[config.mk]
export PLATFORM = sky130hd
export DESIGN_NAME = protobuf_length_field_scanner_core
export DESIGN_NICKNAME = d
export VERILOG_FILES = /design/src/rtl/pbls_pkg.sv /design/src/rtl/pbls_front.sv /design/src/rtl/pbls_queue.sv /design/src/rtl/pbls_back.sv /design/src/rtl/protobuf_length_field_scanner_core.sv
export SDC_FILE = /design/constraint.sdc
export NUM_CORES = 1
export LEC_CHECK = 0
export BUFFER_PORTS_ARGS = -buffer_cell sky130_fd_sc_hd__buf_2
export CORE_MARGIN = 2
export CORE_UTILIZATION = 60
export DETAILED_ROUTE_END_ITERATION = 8
export GPL_TIMING_DRIVEN = 1
export PLACE_DENSITY = 0.78
export SLEW_MARGIN = 20
export SYNTH_ARGS = -nofsm -noshare
export SYNTH_HDL_FRONTEND = slang
export SYNTH_SLANG_ARGS = --single-unit
[constraint.sdc]
create_clock -name i_clk -period 8 [get_ports i_clk]
set_input_delay 1.6 -clock i_clk [delete_from_list [all_inputs] [get_ports i_clk]]
set_output_delay 1.6 -clock i_clk [all_outputs]
set_load 0.05 [all_outputs]
[src/rtl/pbls_pkg.sv]
// pbls_pkg: types and constants shared by the length-field scanner modules
// scan phases, status codes, queue sizing and the event word passed front to back
// no dependencies
`default_nettype none

package pbls_pkg;

    // width of byte offsets; lengths carry one more bit
    localparam int OFFSET_BITS = 24;
    localparam int LEN_BITS    = OFFSET_BITS + 1;

    // field number width taken from the tag
    localparam int FIELD_BITS = 32;

    // varint limits
    localparam int VARINT_MAX  = 10;
    localparam int VCNT_BITS   = 4;
    localparam int VALUE_BITS  = 64;
    localparam int TAG_SHIFT   = 3;

    // fixed field sizes in bytes
    localparam int FIXED64_BYTES = 8;
    localparam int FIXED32_BYTES = 4;

    // event queue sizing, depth is a power of two
    localparam int QDEPTH  = 4;
    localparam int QPTR_W  = $clog2(QDEPTH);
    localparam int QCNT_W  = QPTR_W + 1;

    // wire types
    localparam logic [2:0] WT_VARINT  = 3'd0;
    localparam logic [2:0] WT_FIXED64 = 3'd1;
    localparam logic [2:0] WT_LENGTH  = 3'd2;
    localparam logic [2:0] WT_FIXED32 = 3'd5;

    // end status codes
    localparam logic [2:0] ST_CLEAN    = 3'd0;
    localparam logic [2:0] ST_ZERO_TAG = 3'd1;
    localparam logic [2:0] ST_BAD_WIRE = 3'd2;
    localparam logic [2:0] ST_LONG     = 3'd3;
    localparam logic [2:0] ST_TRUNC    = 3'd4;

    // result kinds
    localparam logic KIND_FIELD = 1'b0;
    localparam logic KIND_END   = 1'b1;

    // scanner phase
    typedef enum logic [2:0] {
        PH_TAG     = 3'd0,
        PH_LEN     = 3'd1,
        PH_VAR     = 3'd2,
        PH_FIXED   = 3'd3,
        PH_PAYLOAD = 3'd4,
        PH_STOP    = 3'd5
    } t_phase;

    // what one input byte caused: an optional field result and an optional end result
    typedef struct packed {
        logic                   has_field;
        logic [FIELD_BITS-1:0]  field_number;
        logic [OFFSET_BITS-1:0] payload_offset;
        logic [LEN_BITS-1:0]    payload_length;
        logic                   has_end;
        logic [2:0]             status;
    } t_event;

    // one result word as presented on the output
    typedef struct packed {
        logic                   kind;
        logic [FIELD_BITS-1:0]  field_number;
        logic [OFFSET_BITS-1:0] payload_offset;
        logic [LEN_BITS-1:0]    payload_length;
        logic [2:0]             status;
        logic                   last;
    } t_result;

endpackage

`default_nettype wire

[src/rtl/pbls_front.sv]
// pbls_front: byte scanner that walks tags, varints, fixed fields and payloads
// produces one event word per byte that causes results; uses pbls_pkg
`default_nettype none

module pbls_front (
    input  wire logic              i_clk,
    input  wire logic              i_rst_n,
    input  wire logic              i_valid,
    output logic                   o_ready,
    input  wire logic [7:0]        i_data,
    input  wire logic              i_last,
    input  wire logic              i_q_ready,
    output logic                   o_push,
    output pbls_pkg::t_event       o_evt
);
    import pbls_pkg::*;

    // scanner state
    t_phase                 r_phase,  n_phase;
    logic [VALUE_BITS-1:0]  r_var,    n_var;
    logic [VCNT_BITS-1:0]   r_vbytes, n_vbytes;
    logic [FIELD_BITS-1:0]  r_field,  n_field;
    logic [OFFSET_BITS-1:0] r_pos,    n_pos;
    logic [OFFSET_BITS-1:0] r_pstart, n_pstart;
    logic [LEN_BITS-1:0]    r_skip,   n_skip;
    logic [2:0]             r_stop,   n_stop;

    // state after this byte, before the end-of-buffer reset
    t_phase                 s_phase;
    logic [VALUE_BITS-1:0]  s_var;
    logic [VCNT_BITS-1:0]   s_vbytes;
    logic [FIELD_BITS-1:0]  s_field;
    logic [OFFSET_BITS-1:0] s_pstart;
    logic [LEN_BITS-1:0]    s_skip;
    logic [2:0]             s_stop;

    logic                   accept;
    logic [OFFSET_BITS-1:0] nxt;
    logic [6:0]             v_shamt;
    logic [VALUE_BITS-1:0]  v_new;
    logic [VCNT_BITS-1:0]   v_cnt;
    logic                   v_done;
    logic                   v_long;
    logic [LEN_BITS-1:0]    skip_dec;
    logic [LEN_BITS-1:0]    len_clamp;
    logic                   empty_field;
    logic                   payload_done;
    logic [2:0]             end_status;

    assign o_ready = i_q_ready;
    assign accept  = i_valid && i_q_ready;
    assign nxt     = r_pos + OFFSET_BITS'(1);

    // varint byte merge
    assign v_shamt = 7'(r_vbytes) * 7'd7;
    assign v_new   = (r_vbytes < VCNT_BITS'(VARINT_MAX))
                   ? (r_var | ({{(VALUE_BITS-7){1'b0}}, i_data[6:0]} << v_shamt))
                   : r_var;
    assign v_cnt   = r_vbytes + VCNT_BITS'(1);
    assign v_done  = !i_data[7];
    assign v_long  = i_data[7] && (v_cnt >= VCNT_BITS'(VARINT_MAX));

    // skip countdown and length clamp to the offset range
    assign skip_dec  = (r_skip != '0) ? (r_skip - LEN_BITS'(1)) : r_skip;
    assign len_clamp = (v_new[VALUE_BITS-1:OFFSET_BITS] != '0)
                     ? {1'b1, {OFFSET_BITS{1'b0}}}
                     : {1'b0, v_new[OFFSET_BITS-1:0]};

    assign empty_field  = (r_phase == PH_LEN) && v_done && (v_new == '0);
    assign payload_done = (r_phase == PH_PAYLOAD) && (skip_dec == '0);

    // byte processing
    always_comb begin
        s_phase  = r_phase;
        s_var    = r_var;
        s_vbytes = r_vbytes;
        s_field  = r_field;
        s_pstart = r_pstart;
        s_skip   = r_skip;
        s_stop   = r_stop;
        unique case (r_phase)
            PH_TAG: begin
                s_var    = v_new;
                s_vbytes = v_cnt;
                if (v_long) begin
                    s_phase = PH_STOP;
                    s_stop  = ST_LONG;
                end else if (v_done) begin
                    s_var    = '0;
                    s_vbytes = '0;
                    if (v_new == '0) begin
                        s_phase = PH_STOP;
                        s_stop  = ST_ZERO_TAG;
                    end else begin
                        s_field = v_new[TAG_SHIFT +: FIELD_BITS];
                        priority case (v_new[2:0])
                            WT_LENGTH:  s_phase = PH_LEN;
                            WT_VARINT:  s_phase = PH_VAR;
                            WT_FIXED64: begin
                                s_skip  = LEN_BITS'(FIXED64_BYTES);
                                s_phase = PH_FIXED;
                            end
                            WT_FIXED32: begin
                                s_skip  = LEN_BITS'(FIXED32_BYTES);
                                s_phase = PH_FIXED;
                            end
                            default: begin
                                s_phase = PH_STOP;
                                s_stop  = ST_BAD_WIRE;
                            end
                        endcase
                    end
                end
            end
            PH_LEN: begin
                s_var    = v_new;
                s_vbytes = v_cnt;
                if (v_long) begin
                    s_phase = PH_STOP;
                    s_stop  = ST_LONG;
                end else if (v_done) begin
                    s_var    = '0;
                    s_vbytes = '0;
                    if (v_new == '0) begin
                        s_phase = PH_TAG;
                    end else begin
                        s_skip   = len_clamp;
                        s_pstart = nxt;
                        s_phase  = PH_PAYLOAD;
                    end
                end
            end
            PH_VAR: begin
                s_var    = v_new;
                s_vbytes = v_cnt;
                if (v_long) begin
                    s_phase = PH_STOP;
                    s_stop  = ST_LONG;
                end else if (v_done) begin
                    s_var    = '0;
                    s_vbytes = '0;
                    s_phase  = PH_TAG;
                end
            end
            PH_FIXED: begin
                s_skip = skip_dec;
                if (skip_dec == '0) begin
                    s_phase = PH_TAG;
                end
            end
            PH_PAYLOAD: begin
                s_skip = skip_dec;
                if (skip_dec == '0) begin
                    s_phase = PH_TAG;
                end
            end
            default: begin
                s_phase = r_phase;
            end
        endcase
    end

    // next state: return to reset values after the final byte
    always_comb begin
        n_phase  = r_phase;
        n_var    = r_var;
        n_vbytes = r_vbytes;
        n_field  = r_field;
        n_pos    = r_pos;
        n_pstart = r_pstart;
        n_skip   = r_skip;
        n_stop   = r_stop;
        if (accept) begin
            if (i_last) begin
                n_phase  = PH_TAG;
                n_var    = '0;
                n_vbytes = '0;
                n_field  = '0;
                n_pos    = '0;
                n_pstart = '0;
                n_skip   = '0;
                n_stop   = ST_CLEAN;
            end else begin
                n_phase  = s_phase;
                n_var    = s_var;
                n_vbytes = s_vbytes;
                n_field  = s_field;
                n_pos    = nxt;
                n_pstart = s_pstart;
                n_skip   = s_skip;
                n_stop   = s_stop;
            end
        end
    end

    // end status from the state this byte leaves
    always_comb begin
        if (s_phase == PH_STOP) begin
            end_status = s_stop;
        end else if ((s_phase == PH_TAG) && (s_vbytes == '0)) begin
            end_status = ST_CLEAN;
        end else begin
            end_status = ST_TRUNC;
        end
    end

    // event word for the queue
    always_comb begin
        o_evt                = '0;
        o_evt.has_field      = empty_field || payload_done;
        o_evt.field_number   = r_field;
        o_evt.payload_offset = empty_field ? nxt : r_pstart;
        o_evt.payload_length = empty_field ? '0 : {1'b0, nxt - r_pstart};
        o_evt.has_end        = i_last;
        o_evt.status         = end_status;
        o_push               = accept && (o_evt.has_field || o_evt.has_end);
    end

    // state registers
    always_ff @(posedge i_clk) begin
        if (!i_rst_n) begin
            r_phase  <= PH_TAG;
            r_var    <= '0;
            r_vbytes <= '0;
            r_field  <= '0;
            r_pos    <= '0;
            r_pstart <= '0;
            r_skip   <= '0;
            r_stop   <= ST_CLEAN;
        end else begin
            r_phase  <= n_phase;
            r_var    <= n_var;
            r_vbytes <= n_vbytes;
            r_field  <= n_field;
            r_pos    <= n_pos;
            r_pstart <= n_pstart;
            r_skip   <= n_skip;
            r_stop   <= n_stop;
        end
    end

    // varint byte count stays below the limit while the scan runs
    a_vbytes_range: assert property (@(posedge i_clk) disable iff (!i_rst_n)
        (r_phase != PH_STOP) |-> (r_vbytes < VCNT_BITS'(VARINT_MAX)))
        else $error("varint byte count out of range");

    // a stopped scan always carries a failure reason
    a_stop_reason: assert property (@(posedge i_clk) disable iff (!i_rst_n)
        (r_phase == PH_STOP) |->
        ((r_stop == ST_ZERO_TAG) || (r_stop == ST_BAD_WIRE) || (r_stop == ST_LONG)))
        else $error("stopped scan without reason");

    // skip phases always have bytes left to count
    a_skip_live: assert property (@(posedge i_clk) disable iff (!i_rst_n)
        ((r_phase == PH_FIXED) || (r_phase == PH_PAYLOAD)) |-> (r_skip != '0))
        else $error("skip phase with zero count");

endmodule

`default_nettype wire

[src/rtl/pbls_queue.sv]
// pbls_queue: small event queue between the scanner and the result emitter
// flip-flop storage of QDEPTH event words; uses pbls_pkg
`default_nettype none

module pbls_queue (
    input  wire logic              i_clk,
    input  wire logic              i_rst_n,
    input  wire logic              i_push,
    input  wire pbls_pkg::t_event  i_evt,
    output logic                   o_ready,
    input  wire logic              i_pop,
    output logic                   o_valid,
    output pbls_pkg::t_event       o_evt
);
    import pbls_pkg::*;

    t_event             r_mem [QDEPTH];
    logic [QPTR_W-1:0]  r_wr, n_wr;
    logic [QPTR_W-1:0]  r_rd, n_rd;
    logic [QCNT_W-1:0]  r_cnt, n_cnt;
    logic               do_pop;

    assign o_ready = (r_cnt != QCNT_W'(QDEPTH));
    assign o_valid = (r_cnt != '0);
    assign o_evt   = r_mem[r_rd];
    assign do_pop  = i_pop && o_valid;

    // pointer and count update
    always_comb begin
        n_wr  = r_wr;
        n_rd  = r_rd;
        n_cnt = r_cnt;
        if (i_push) begin
            n_wr = r_wr + QPTR_W'(1);
        end
        if (do_pop) begin
            n_rd = r_rd + QPTR_W'(1);
        end
        if (i_push && !do_pop) begin
            n_cnt = r_cnt + QCNT_W'(1);
        end else if (!i_push && do_pop) begin
            n_cnt = r_cnt - QCNT_W'(1);
        end
    end

    always_ff @(posedge i_clk) begin
        if (!i_rst_n) begin
            r_wr  <= '0;
            r_rd  <= '0;
            r_cnt <= '0;
        end else begin
            r_wr  <= n_wr;
            r_rd  <= n_rd;
            r_cnt <= n_cnt;
        end
    end

    // storage write
    always_ff @(posedge i_clk) begin
        if (i_push) begin
            r_mem[r_wr] <= i_evt;
        end
    end

    // fill level stays within the depth
    a_cnt_range: assert property (@(posedge i_clk) disable iff (!i_rst_n)
        r_cnt <= QCNT_W'(QDEPTH))
        else $error("queue count overflow");

    // no word is written while the queue is full
    a_no_overrun: assert property (@(posedge i_clk) disable iff (!i_rst_n)
        i_push |-> (r_cnt != QCNT_W'(QDEPTH)))
        else $error("push into full queue");

    // only words that carry a result are queued
    a_push_nonempty: assert property (@(posedge i_clk) disable iff (!i_rst_n)
        i_push |-> (i_evt.has_field || i_evt.has_end))
        else $error("empty event queued");

endmodule

`default_nettype wire

[src/rtl/pbls_back.sv]
// pbls_back: output register that turns each event word into one or two results
// field result first, end result second; uses pbls_pkg
`default_nettype none

module pbls_back (
    input  wire logic              i_clk,
    input  wire logic              i_rst_n,
    input  wire logic              i_q_valid,
    input  wire pbls_pkg::t_event  i_q_evt,
    output logic                   o_q_pop,
    output logic                   o_valid,
    input  wire logic              i_ready,
    output pbls_pkg::t_result      o_res
);
    import pbls_pkg::*;

    logic    r_valid, n_valid;
    logic    r_fdone, n_fdone;
    t_event  r_evt;
    logic    show_field;
    logic    take;
    logic    finish;

    assign show_field = r_evt.has_field && !r_fdone;
    assign take       = r_valid && i_ready;
    assign finish     = take && !(show_field && r_evt.has_end);
    assign o_q_pop    = i_q_valid && (!r_valid || finish);
    assign o_valid    = r_valid;

    // result word selection
    always_comb begin
        o_res = '0;
        if (show_field) begin
            o_res.kind           = KIND_FIELD;
            o_res.field_number   = r_evt.field_number;
            o_res.payload_offset = r_evt.payload_offset;
            o_res.payload_length = r_evt.payload_length;
            o_res.status         = ST_CLEAN;
            o_res.last           = !r_evt.has_end;
        end else begin
            o_res.kind   = KIND_END;
            o_res.status = r_evt.status;
            o_res.last   = 1'b1;
        end
    end

    // holding register control
    always_comb begin
        n_valid = r_valid;
        n_fdone = r_fdone;
        if (o_q_pop) begin
            n_valid = 1'b1;
            n_fdone = 1'b0;
        end else if (finish) begin
            n_valid = 1'b0;
            n_fdone = 1'b0;
        end else if (take) begin
            n_fdone = 1'b1;
        end
    end

    always_ff @(posedge i_clk) begin
        if (!i_rst_n) begin
            r_valid <= 1'b0;
            r_fdone <= 1'b0;
        end else begin
            r_valid <= n_valid;
            r_fdone <= n_fdone;
        end
    end

    always_ff @(posedge i_clk) begin
        if (o_q_pop) begin
            r_evt <= i_q_evt;
        end
    end

    // the field half is marked done only for words that still owe an end result
    a_fdone_pair: assert property (@(posedge i_clk) disable iff (!i_rst_n)
        r_fdone |-> (r_valid && r_evt.has_field && r_evt.has_end))
        else $error("field done flag without pending end result");

    // a held word always has something to show
    a_held_nonempty: assert property (@(posedge i_clk) disable iff (!i_rst_n)
        r_valid |-> (r_evt.has_field || r_evt.has_end))
        else $error("empty word held");

endmodule

`default_nettype wire

[src/rtl/protobuf_length_field_scanner_core.sv]
// protobuf_length_field_scanner_core: top level of the length-field scanner
// connects pbls_front, pbls_queue and pbls_back; uses pbls_pkg
//
//   channel   dir  handshake                     payload
//   s_axis    in   s_axis_tvalid/s_axis_tready   tdata: data_byte[7:0]; tlast: last_byte
//   m_axis    out  m_axis_tvalid/m_axis_tready   tdata: field_number, payload_offset,
//                                                payload_length, status; tuser: kind;
//                                                tlast: last_result
//
// one byte is scanned per clock while the event queue has room; the scanner updates its state in the accept cycle
// results reach m_axis through a 4-word event queue and then the pbls_back holding register
// a byte that ends a field on the final byte yields two results, the field result first
// s_axis_tready drops only when the event queue is full
// synchronous active-low reset returns the scanner to tag reading at offset zero
`default_nettype none

module protobuf_length_field_scanner_core (
    input  wire logic        i_clk,
    input  wire logic        i_rst_n,
    input  wire logic        s_axis_tvalid,
    output logic             s_axis_tready,
    input  wire logic [7:0]  s_axis_tdata,   // [7:0] data_byte
    input  wire logic        s_axis_tlast,   // last_byte
    output logic             m_axis_tvalid,
    input  wire logic        m_axis_tready,
    output logic [87:0]      m_axis_tdata,   // [31:0] field_number, [55:32] payload_offset,
                                             // [80:56] payload_length, [83:81] status,
                                             // [87:84] zero
    output logic             m_axis_tuser,   // kind
    output logic             m_axis_tlast    // last_result
);
    import pbls_pkg::*;

    t_event   f_evt;
    logic     f_push;
    logic     q_ready;
    logic     q_valid;
    t_event   q_evt;
    logic     q_pop;
    t_result  b_res;

    // scanner front
    pbls_front u_front (
        .i_clk     (i_clk),
        .i_rst_n   (i_rst_n),
        .i_valid   (s_axis_tvalid),
        .o_ready   (s_axis_tready),
        .i_data    (s_axis_tdata),
        .i_last    (s_axis_tlast),
        .i_q_ready (q_ready),
        .o_push    (f_push),
        .o_evt     (f_evt)
    );

    // event queue
    pbls_queue u_queue (
        .i_clk   (i_clk),
        .i_rst_n (i_rst_n),
        .i_push  (f_push),
        .i_evt   (f_evt),
        .o_ready (q_ready),
        .i_pop   (q_pop),
        .o_valid (q_valid),
        .o_evt   (q_evt)
    );

    // result emitter
    pbls_back u_back (
        .i_clk     (i_clk),
        .i_rst_n   (i_rst_n),
        .i_q_valid (q_valid),
        .i_q_evt   (q_evt),
        .o_q_pop   (q_pop),
        .o_valid   (m_axis_tvalid),
        .i_ready   (m_axis_tready),
        .o_res     (b_res)
    );

    // output word packing
    assign m_axis_tdata = {4'b0, b_res.status, b_res.payload_length,
                           b_res.payload_offset, b_res.field_number};
    assign m_axis_tuser = b_res.kind;
    assign m_axis_tlast = b_res.last;

endmodule

`default_nettype wire

==> key figures <==
Logic synthesis
  • List of most frequent post-synthesis cells: 425 x edfxtp_1, 253 x nor2_1, 188 x dfxtp_1
  • Syn Area/Cell: 12.8 sq um
  • Warnings from Yosys: 0
  • Main combinational cell family by area after synthesis: simple AND/OR/NAND/NOR gates
  • Post-synthesis xor/xnor area fraction: 1.82%
  • Gate Count Post-Synth: 2075
  • Post-Synth Adder-Cell Area: 1.71%
  • Syn Std Cell Area: 26500 sq um
  • Synth top area share: 48.1%
  • Synth unique cells: 88
  • Synth Area in Simple Gates: 12.9%
  • Top post-synthesis cells by area: edfxtp_1 48%, dfxtp_1 14%, mux4_2 7.2%
  • Mux contribution to synthesized area: 8.82%
  • FF+latch count, synth: 613
  • FFs w/ async S/R, synth: 0%
  • Yosys top cell by area: edfxtp_1
  • Most frequent cell after synthesis: edfxtp_1
  • Post-synthesis sequential area ratio: 62.3%
  • Main flop type after synthesis: edfxtp_1
  • Synth Area in Compound Gates: 9.22%
  • Post-synth EDFFs: 425

Clock tree
  • Number of post-CTS setup repair buffers: 0
  • Worst skew pair latency: 0.63 ns
  • Clock Root Buffer: clkbuf_16
  • Inserted Clock Buffers: 58
  • CTS H-tree depth: 2
  • CTS tree: yes
  • # hold bufs at CTS: 0
  • Deepest clock path buffer count: 3
  • Clock-pin slew on the worst setup and hold paths: 0.06 ns
  • Post-cts resize count: 0
  • Clock sinks: 613

STA
  • Minimum clock period: 5.41 ns
  • Setup_tns: 0 ns
  • Setup violations, final: 0
  • Fin worst setup slack: 2.59 ns
  • Final Max Slew Viols: 0
  • Period Utilization, post-route: 67.6%
  • Fmax: 0.185 GHz
  • RSZ-0062 raised after global routing: no
  • Slew headroom: 30.5%
  • Slew @ Worst Pin: 1.04 ns
  • Setup Skew: 0.0248 ns
  • Final Hold Vio Count: 0

Layout
  • Fraction of layout cells with a size suffix above 1: 16.0%
  • Final std cells w/o fill: 2764
  • Diode count: 0
  • Post-route cell area: 29400 sq um
  • Net count, final: 2170
  • Area grow syn2layout: 10.7%

Power and ir drop
  • Max VDD drop: 0.000215 V
  • PwrDens: 314 nW/um^2
  • Sw Ratio: 32.8%
  • Comb pwr share: 25.8%
  • P_int: 6200 uW
  • Sequential share of power: 43.7%
  • LEAKAGE: 0.0101 uW
  • Sw Pwr: 3020 uW
  • Clock share of power: 30.5%

GRT
  • First-pass GRT wire length: 93500 microns
  • Overall routing resource usage: 26.0%
  • Gr ovfl total: 0
  • Initial antenna violation count: 1
  • Vias in the first global route: 16800
  • Largest net degree at the start of global routing: 87

Floorplanning
  • Die height: 214 microns
  • Die width: 214 microns
  • Rows: 77
  • # IOs: 105
  • Total core area: 43900 sq um
  • Die area: 45900 sq um
  • Initial Util: 60.4%

Placed design
  • Detailed Place HPWL: 37600 microns
  • RD Place Congestion: 0.874
  • Placed Cells incl. Taps: 2654
  • Placed inst area: 27400 sq um
  • Pre-CTS setup slack: 1.93 ns
  • IO buf count: 99

Critical path
  • CP Data Required Time: 8.28 ns
  • WS Path Type: in -> reg
  • WP data arrival: 5.69 ns
  • Crit path max fanout: 71
  • Reg2reg start: u_front.r_vbytes[0]
  • Critical path origin: s_axis_tdata[1]
  • Startpoint Class: input pin
  • Endpoint class of the critical path: flip-flop

Detailed routing
  • Post-DR vias/cell: 6.13
  • Drt wl/cell: 21.5 microns
  • Drt pass-1 iters: 6
  • DRC: 0
  • Detailed Route Iter0 Violations: 1503
  • Via count: 16900
  • Routed Antenna Nets: 0
  • Drt total wl: 59500 microns

Run status
  • Status: complete, no violations

Hold path
  • Hold_sp: u_front.r_stop[2]
  • Worst min path class: reg -> reg

Flow run
  • Max Cap Viol: 0
## cells by family (layout without fill, tap and decap cells)
| kind of cell | after synthesis | after routing |
|---|---|---|
| other | 1 | 5 |
| AOI/OAI and AO/OA | 377 | 377 |
| DFF | 613 | 613 |
| and+or+nand+nor | 662 | 662 |
| adders and majority gates | 35 | 35 |
| muxes | 127 | 127 |
| buffers and inverters | 205 | 298 |
| xor gates and xnor gates | 55 | 55 |
## layout by cell type, fill, tap and decap left out, types with 11 or more instances in the layout
master and count:
nor4_1 16, buf_2 99, dfxtp_1 186, xnor2_1 33, nor2_1 252, a21oi_1 132
mux4_2 85, edfxtp_1 425, nand2b_1 11, nor2b_1 16, nand2_1 87, o22ai_1 15
and2_1 90, inv_1 69, clkinv_2 15, mux2i_1 39, nor3_1 48, ha_1 33
buf_4 16, nand3_1 41, a22oi_1 44, nand4_1 17, clkbuf_16 58, xor2_1 22
or3_1 11, o2bb2ai_1 30, a31oi_1 21, clkbuf_1 11, o21ai_0 51
## layout make-up
type	instances	area, sq um
flip-flops and latches	613	16500
fillers	3104	14600
multi-input cells	1261	9180
clock buffers	72	1530
well taps	592	741
repair buffers	118	667
clock inverters	38	430
inverters	70	265
## flip-flops by register name, indices dropped and copies added (netlist names), 4 cells and up
register / cells
u_front.r_field: 32
u_back.r_evt: 85
u_front.r_var: 64
u_front.r_pstart: 24
u_front.r_vbytes: 4
u_queue.r_mem: 340
u_front.r_skip: 25
u_front.r_pos: 24
## metrics by stage
step	power, uW	utilization (%)	hold slack (ns)
after floorplan	5930	-	0.409
after global placement	6460	62.3	0.434
after detailed placement	6500	62.3	0.429
after CTS	9310	66.8	0.437
after global routing	9570	66.8	0.460
final	9220	66.8	0.443
## power groups by stage
stage / clock (uW) / sequential (uW) / combinational [uW]
finish: 2810 / 4030 / 2380
global route: 2970 / 4070 / 2520
CTS: 2860 / 4040 / 2410
detailed placement: 0 / 4100 / 2400
global placement: 0 / 4090 / 2370
floorplan: 0 / 4030 / 1910
## layer usage
metal  GRT usage [%]  part of all wire (%)  vias up
met5               0                 0.022        -
met4            9.54                   3.5        2
met3            3.96                   5.4      121
met2            44.3                    50      572
met1            34.0                    41     8428
li1                -                     -     7816
## worst max-delay path, cell delays in order
cell and delay (ns):
buf_2 0.21, or4_1 0.55, nand4_1 0.11, nand4b_1 0.17
nor4_4 0.47, nand4_4 0.27, nor4_4 0.20, buf_4 0.58
a311oi_1 0.17, nor2_4 0.22, and2_4 0.66, buf_4 0.45
## path summary, 6_finish.rpt
path,endpoint,slack [ns],cells after the start
hold reg to reg,u_front.r_stop[2],0.44,2
hold / removal,u_front.r_stop[2],0.44,2
setup / recovery,u_queue.r_mem[2][21],2.59,12
setup reg to reg,u_queue.r_mem[2][21],2.70,11
No activity file was read; power rests on OpenSTA's default activity.
